--- src/sv/dbcs_pkg.sv ---
`timescale 1ns / 1ps
`default_nettype none
// ----------------------------------------------------------------------------
// dbcs_pkg
// Shared types and constants for the double-byte table codec.
// ----------------------------------------------------------------------------
package dbcs_pkg;

    localparam int CODE_BITS = 16;
    localparam int CHAR_BITS = 21;
    localparam int BYTE_BITS = 8;

    // request opcodes
    localparam logic [1:0] OP_LOAD   = 2'd0;
    localparam logic [1:0] OP_ENCODE = 2'd1;
    localparam logic [1:0] OP_DECODE = 2'd2;

    // result kinds
    localparam logic [1:0] EMIT_NONE   = 2'd0;
    localparam logic [1:0] EMIT_ENC_HI = 2'd1;
    localparam logic [1:0] EMIT_ENC_LO = 2'd2;
    localparam logic [1:0] EMIT_DEC    = 2'd3;

    localparam logic [CHAR_BITS-1:0] GETA_CHAR        = 21'h003013;
    localparam logic [CHAR_BITS-1:0] QUESTION_CHAR    = 21'h00003F;
    localparam logic [CHAR_BITS-1:0] REPLACEMENT_CHAR = 21'h00FFFD;
    localparam logic [BYTE_BITS-1:0] ASCII_MAX        = 8'h7F;

    typedef struct packed {
        logic       capture;
        logic       clear_step;
        logic       load_write;
        logic       enc_read;
        logic       dec_read;
        logic       lead_set;
        logic [1:0] emit;
    } t_cmd;

    typedef struct packed {
        logic [1:0] op;
        logic       lead_valid;
        logic       byte_high;
        logic       dbc_wide;
        logic       clr_done;
    } t_status;

endpackage
`default_nettype wire

--- src/sv/dbcs_ctrl.sv ---
`timescale 1ns / 1ps
`default_nettype none
// ----------------------------------------------------------------------------
// dbcs_ctrl
// Sequencer: clearing sweep, request capture, table access and result steps.
// ----------------------------------------------------------------------------
module dbcs_ctrl
    import dbcs_pkg::*;
(
    input  wire logic    i_clk,
    input  wire logic    i_rst_n,
    input  wire logic    start,
    output logic         busy,
    input  wire t_status i_status,
    output t_cmd         o_cmd
);

    localparam logic [2:0] S_CLEAR = 3'd0;
    localparam logic [2:0] S_IDLE  = 3'd1;
    localparam logic [2:0] S_EXEC  = 3'd2;
    localparam logic [2:0] S_ENC   = 3'd3;
    localparam logic [2:0] S_ENC2  = 3'd4;
    localparam logic [2:0] S_DEC   = 3'd5;

    logic [2:0] r_state;
    logic [2:0] n_state;

    always_ff @(posedge i_clk) begin
        if (!i_rst_n) begin
            r_state <= S_CLEAR;
        end else begin
            r_state <= n_state;
        end
    end

    assign busy = (r_state != S_IDLE);

    always_comb begin
        n_state = r_state;
        o_cmd   = '0;
        unique case (r_state)
            S_CLEAR: begin
                o_cmd.clear_step = 1'b1;
                if (i_status.clr_done) begin
                    n_state = S_IDLE;
                end
            end
            S_IDLE: begin
                if (start) begin
                    o_cmd.capture = 1'b1;
                    n_state       = S_EXEC;
                end
            end
            S_EXEC: begin
                n_state = S_IDLE;
                unique case (i_status.op)
                    OP_LOAD: begin
                        o_cmd.load_write = 1'b1;
                    end
                    OP_ENCODE: begin
                        o_cmd.enc_read = 1'b1;
                        n_state        = S_ENC;
                    end
                    OP_DECODE: begin
                        if (!i_status.lead_valid && i_status.byte_high) begin
                            o_cmd.lead_set = 1'b1;
                        end else begin
                            o_cmd.dec_read = 1'b1;
                            n_state        = S_DEC;
                        end
                    end
                    default: begin
                        n_state = S_IDLE;
                    end
                endcase
            end
            S_ENC: begin
                if (i_status.dbc_wide) begin
                    o_cmd.emit = EMIT_ENC_HI;
                    n_state    = S_ENC2;
                end else begin
                    o_cmd.emit = EMIT_ENC_LO;
                    n_state    = S_IDLE;
                end
            end
            S_ENC2: begin
                o_cmd.emit = EMIT_ENC_LO;
                n_state    = S_IDLE;
            end
            S_DEC: begin
                o_cmd.emit = EMIT_DEC;
                n_state    = S_IDLE;
            end
            default: begin
                n_state = S_CLEAR;
            end
        endcase
    end

endmodule
`default_nettype wire

--- config.mk ---
export PLATFORM = sky130hd
export DESIGN_NAME = dbcs_ctrl
export DESIGN_NICKNAME = d
export VERILOG_FILES = /design/src/sv/dbcs_pkg.sv /design/src/sv/dbcs_ctrl.sv
export SDC_FILE = /design/constraint.sdc
export NUM_CORES = 1
export LEC_CHECK = 0
export BUFFER_PORTS_ARGS = -buffer_cell sky130_fd_sc_hd__buf_2
export CAP_MARGIN = 0
export CORE_AREA = 2 2 39 41
export CTS_CLUSTER_DIAMETER = 80
export DETAILED_ROUTE_END_ITERATION = 8
export DIE_AREA = 0 0 41 43
export SLEW_MARGIN = 40
export SYNTH_ARGS = -nofsm -noshare
export SYNTH_HDL_FRONTEND = slang
export SYNTH_SLANG_ARGS = --single-unit
--- constraint.sdc ---
create_clock -name i_clk -period 2.75 [get_ports i_clk]
set_clock_uncertainty 0.15 [all_clocks]
set_input_delay 0.825 -clock i_clk [delete_from_list [all_inputs] [get_ports i_clk]]
set_output_delay 0.825 -clock i_clk [all_outputs]
set_load 0.01 [all_outputs]
==> impl_results.md, run 1 <==
- Synth warnings: 0
- Vias/cell: 4.36
- Die width: 41 µm
- Leading cell type in the layout, fill and taps excluded: buf_2
- Worst setup margin: 0.328 ns
- Port Buf Inserts: 17
- Most flops, register: r_state
- Post-synthesis sequential area ratio: 17.4%
- #FFs+latches synth: 3
- Number of clock sinks: 3
- Gr usage total: 9.62%
- Pleak: 0.229 nW
- Aggregate routed wire length: 717 µm
- Core Area: 1380 µm²
- Setup WS pre-CTS: 0.322 ns
- Final hold viol count: 0
- Avg Cell Area, Syn: 8.85 µm²
- Cell variety after synth: 24
- Largest net degree at the start of global routing: 12
- Fin. max-slew vios: 0
- CTS buffer count: 3
- Hold crit path type: reg2reg
- CTS tree: built
- Ratio of total power to cell area: 382 nW/µm²
- Synth Area in Simple Gates: 33.3%
- Tot Pwr: 171 µW
- WS Path Type: in2out
- Synth Area in Compound Gates: 21.0%
- Top-Level Pins: 18
- RSZ-0062 raised after global routing: no
- Fmax: 413 MHz
- HPWL after DPL: 539 µm
- Min Tclk post-route: 2.42 ns
- Post-CTS setup buffers: 0
- Synth Area in XOR/XNOR: 0%
- Syn_nets: 51
- Worst IR Drop VDD: 0.000278 V
- Max reg flops: 3
- Core Util, Final: 32.3%
- Mux share of post-synthesis cell area: 4.35%
- Clock Latency Late Sink: 0.23 ns
- Setup violations, final: 0
- Share of layout cells above drive strength 1: 45.6%
- Via count: 318
- Nets: 70
- Maximum fanout along the worst path: 3
- Commonest cells after routing, fill and taps aside: 17 x buf_2, 4 x inv_1, 4 x nand2_1
- Vias in the first global route: 267
- Area delta synth->final: 29.3%
- Die area: 1760 µm²
- Worst Max-Slew Pin Slew: 0.485 ns
- Run status: finished, final reports clean
- Row Count: 14
- Gr ovfl total: 0
- Average wire per standard cell: 9.82 µm
- Post-synthesis adder-cell area fraction: 10.9%
- CTS Buffer Depth: 2
- Cts repair resizes: 0
- Root buffer cell: clkbuf_4
- Die height: 43 µm
- Clock transition at path regs: 0.04 ns
- Detailed Routing Iterations Pass 1: 2
- Setup crit end kind: output port
- First DRT Iteration DRCs: 2
- Number of routed nets with antenna violations: 0
- Post-Syn Area: 345 µm²
- Hold buffers post-CTS: 0
- Maxcap violations: 0
- Routability cong.: 0.655
- Worst path arrival time: 1.45 ns
- Initial antenna violation count: 0
- Setup crit start kind: input pin
- Global-route wire length before repair: 1.07 mm
- Worst rel slew slack: 67.6%
- Period Utilization, post-route: 88.1%
- Req. time, crit path: 1.78 ns
- Mapped Cells: 39
- Main combinational cell family by area after synthesis: simple AND/OR/NAND/NOR gates
- Htree depth: 1
- Top flop regs: r_state: 3 flops
- Drc violations: 0
- Initial Util: 25.0%
- Antenna Diode Count: 0
- Setup TNS: 0 ns
==> final timing paths <==
path,from,end,slack (ns),depth (start not counted)
max reg2reg,r_state[0],r_state[2],1.33,3
min,r_state[0],r_state[0],0.46,1
min reg2reg,r_state[0],r_state[0],0.46,1
max,i_status[4],o_cmd[3],0.33,5
==> layer usage <==
| metal | track usage, % | up-vias | wire, µm |
|---|---|---|---|
| li1 | - | 171 | - |
| met3 | 7.85 | 0 | 52 |
| met1 | 11.5 | 137 | 329 |
| met4 | 4.00 | 0 | 0 |
| met2 | 12.2 | 10 | 335 |
| met5 | 0 | - | 0 |
==> cells by family (layout without fill, tap and decap cells) <==
kind of cell / after synthesis / count (layout)
AO/OA/AOI/OAI: 8 / 8
buffers and inverters: 7 / 25
multiplexers: 1 / 1
flip-flops: 3 / 3
adder cells (fa/ha/maj): 3 / 3
AND/OR/NAND/NOR: 17 / 17
==> power by group <==
group | internal (mW) | leakage (nW) | switching [mW]
combinational | 0.0222 | 0.190 | 0.0180
clock | 0.0543 | 0.0150 | 0.0220
sequential | 0.0462 | 0.0246 | 0.00773
total | 0.123 | 0.229 | 0.0478
==> stage by stage <==
| step | area, µm² | hold slack [ns] | cells |
|---|---|---|---|
| floorplan | 345 | 0.382 | 39 |
| global route | 447 | 0.492 | 73 |
| detailed placement | 420 | 0.456 | 69 |
| finish | 447 | 0.459 | 73 |
| global placement | 420 | 0.458 | 69 |
| CTS | 447 | 0.464 | 73 |
==> worst max-delay path, cell delays in order <==
cell and delay (ns):
buf_2 0.09, inv_1 0.05, ha_1 0.21, and3_1 0.14, buf_2 0.13
==> cell usage after synthesis <==
cell type,n,share of area [%]
a21oi_2,1,2.5
nor3b_4,1,5.4
mux2_4,1,4.3
o41ai_1,1,2.5
buf_4,1,2.2
o21ai_1,1,1.4
ha_1,3,11
nand4bb_1,1,3.3
nor2_1,2,2.2
o31ai_1,1,2.2
inv_1,4,4.3
buf_6,2,6.5
nand4b_1,1,2.5
nand2_1,4,4.3
nor3_1,1,1.4
a21boi_2,1,3.3
o31ai_4,1,6.2
and3_1,1,1.8
nand2b_1,2,3.6
nand4_1,1,1.8
dfxtp_1,3,17
and2_1,2,3.6
or3b_4,1,3.3
a21oi_1,2,2.9
==> final cells by class <==
type	count	area [µm²]
flip-flops and latches	3	60.1
repair buffers	17	85.1
fillers	162	937
clock buffers	4	26.3
well taps	16	20.0
inverters	4	15.0
multi-input cells	29	240
Note: power is estimated with default switching activity, not from simulation.
==> run 2, diff against run 1 <==
--- a/config.mk
+++ b/config.mk
@@ -6,7 +6,6 @@
 export NUM_CORES = 1
 export LEC_CHECK = 0
 export BUFFER_PORTS_ARGS = -buffer_cell sky130_fd_sc_hd__buf_2
-export CAP_MARGIN = 0
 export CORE_AREA = 2 2 39 41
 export CTS_CLUSTER_DIAMETER = 80
 export DETAILED_ROUTE_END_ITERATION = 8
==> constraint.sdc (replaced) <==
create_clock -name i_clk -period 2.2 [get_ports i_clk]
set_clock_uncertainty 0.15 [all_clocks]
set_input_delay 0.66 -clock i_clk [delete_from_list [all_inputs] [get_ports i_clk]]
set_output_delay 0.66 -clock i_clk [all_outputs]
set_load 0.01 [all_outputs]
==> impl_results.md, run 2 (synthesized netlist as in run 1, its figures left out) <==
- Top flop regs: r_state: 3 flops (unchanged)
- Gr usage total: 9.42% (was 9.62%)
- Hold buffers post-CTS: 0 (unchanged)
- Min Tclk post-route: 2.09 ns
- Hold crit path type: reg2reg (unchanged)
- RSZ-0062 raised after global routing: no (unchanged)
- Setup TNS: 0 ns (unchanged)
- Hold Slack: 0.431 ns (was 0.459 ns)
- Die height: 43 µm (unchanged)
- Period Utilization, post-route: 95.2%
- Largest net degree at the start of global routing: 12 (unchanged)
- Routability cong.: 0.687 (was 0.655)
- Drc violations: 0 (unchanged)
- Worst IR Drop VDD: 0.000278 V (about the same)
- Worst rel slew slack: 81.8% (was 67.6%)
- First DRT Iteration DRCs: 4 (was 2)
- Setup crit end kind: output port (unchanged)
- Ratio of total power to cell area: 479 nW/µm² (was 382 nW/µm²)
- Core Area: 1380 µm² (unchanged)
- Aggregate routed wire length: 684 µm (was 717 µm)
- Area delta synth->final: 32.2% (was 29.3%)
- Max incr delay on CP: 0.21 ns (about the same)
- Die area: 1760 µm² (unchanged)
- Worst setup margin: 0.105 ns (was 0.328 ns)
- Register area: 62.6 µm² (was 60.1 µm²)
- Top-Level Pins: 18 (unchanged)
- R2R depth: 4 (was 3)
- Detailed Routing Iterations Pass 1: 2 (unchanged)
- Htree depth: 1 (unchanged)
- Antenna Diode Count: 0 (unchanged)
- Worst Path Buf+Inv: 3 (unchanged)
- Most flops, register: r_state (unchanged)
- Average wire per standard cell: 9.24 µm (was 9.82 µm)
- Row Count: 14 (unchanged)
- Via count: 332 (was 318)
- Internal reg-to-reg setup slack: 0.78 ns (was 1.33 ns)
- Clock transition at path regs: 0.04 ns (about the same)
- Run status: finished, final reports clean (unchanged)
- Number of fill cells in the layout: 163 (was 162)
- Gr ovfl total: 0 (unchanged)
- Root buffer cell: clkbuf_4 (unchanged)
- Setup violations, final: 0 (unchanged)
- WS Path Type: in2out (unchanged)
- Setup crit start kind: input pin (unchanged)
- Cell Area, Placed: 428 µm² (was 420 µm²)
- Max reg flops: 3 (unchanged)
- Clock Latency Late Sink: 0.24 ns (was 0.23 ns)
- Port Buf Inserts: 17 (unchanged)
- Commonest cells after routing, fill and taps aside: 17 x buf_2, 4 x inv_1, 4 x nand2_1 (unchanged)
- Die width: 41 µm (unchanged)
- Vias in the first global route: 295 (was 267)
- Most used cell, CP: buf_2 (unchanged)
- Share of layout cells above drive strength 1: 50.0% (was 45.6%)
- Hold_sp: r_state[1] (was r_state[0])
- WHS Endpoint: r_state[2] (was r_state[0])
- Initial Util: 25.0% (unchanged)
- Req. time, crit path: 1.39 ns (was 1.78 ns)
- Leading cell type in the layout, fill and taps excluded: buf_2 (unchanged)
- Cell family with most CP delay: buffers and inverters (unchanged)
- Critical Path, Cell by Cell: buf_2 > inv_1 > ha_1 > and3_1 > buf_2 (unchanged)
- CTS Buffer Depth: 2 (unchanged)
- Hold-critical path depth: 2 (was 1)
- Nets: 71 (was 70)
- Post-CTS setup buffers: 0 (unchanged)
- Design area: 457 µm² (was 447 µm²)
- R2r endpoint: r_state[2] (unchanged)
- HPWL after DPL: 555 µm (was 539 µm)
- Maxcap violations: 0 (unchanged)
- Pleak: 0.235 nW (was 0.229 nW)
- Crit-path slowest cell: ha_1 (unchanged)
- Maximum fanout along the worst path: 3 (unchanged)
- CTS tree: built (unchanged)
- CTS buffer count: 3 (unchanged)
- Area of the multi-input gates: 240 µm² (unchanged)
- Final hold viol count: 0 (unchanged)
- Worst Max-Slew Pin Slew: 0.270 ns (was 0.485 ns)
- Worst path arrival time: 1.28 ns (was 1.45 ns)
- Number of clock sinks: 3 (unchanged)
- Fin. max-slew vios: 0 (unchanged)
- Critical path depth: 5 (unchanged)
- Initial antenna violation count: 0 (unchanged)
- Vias/cell: 4.49 (was 4.36)
- Global-route wire length before repair: 1.08 mm (was 1.07 mm)
- Setup WS pre-CTS: 0.100 ns (was 0.322 ns)
- Cts repair resizes: 1 (was 0)
- Number of routed nets with antenna violations: 0 (unchanged)
- Reg-to-Reg Start: r_state[0] (unchanged)
- Fmax: 477 MHz
-- run 2: cell type report --
| cell class | instances | share of cell area (%) |
|---|---|---|
| well taps | 16 | 4.38 |
| inverters | 4 | 3.29 |
| flip-flops and latches | 3 | 13.7 |
| clock buffers | 4 | 5.75 |
| multi-input cells | 29 | 52.6 |
| repair buffers | 18 | 20.3 |
-- run 2: how the worst max path moves through the flow --
stage / from / endpoint / slack [ns]
2_1_floorplan: i_status[4] / o_cmd[2] / 0.30
3_3_place_gp: i_status[4] / o_cmd[3] / 0.12
3_5_place_dp: i_status[4] / o_cmd[3] / 0.10
4_1_cts: r_state[2] / o_cmd[7] / 0.03
5_1_grt: r_state[1] / o_cmd[4] / 0.02
6_report: i_status[4] / o_cmd[3] / 0.11
-- run 2: worst register-to-register path, stage by stage (launching register included) --
cell and delay, ns:
dfxtp_1 0.38, buf_4 0.18, mux2_4 0.32, o31ai_4 0.21
a21oi_1 0.07
-- run 2: through the flow --
step	cells	utilization (%)	total power [mW]
2_1_floorplan	39	-	0.105
3_3_place_gp	70	30.9	0.121
3_5_place_dp	70	30.9	0.122
4_1_cts	74	32.9	0.225
5_1_grt	74	33.0	0.231
6_report	74	33.0	0.219
-- run 2: metal layers --
layer	track usage, %	wire, µm	up-vias
li1	-	-	173
met2	11.9	309	10
met4	10.0	27	0
met3	1.57	52	4
met5	0	0	-
met1	12.1	294	145
-- run 2: power by group --
group	switching, mW	leakage, nW	internal [mW]	total (mW)
clock network	0.0301	0.0150	0.0681	0.0982
registers	0.00597	0.0255	0.0581	0.0640
logic	0.0264	0.195	0.0301	0.0565
total	0.0625	0.235	0.156	0.219
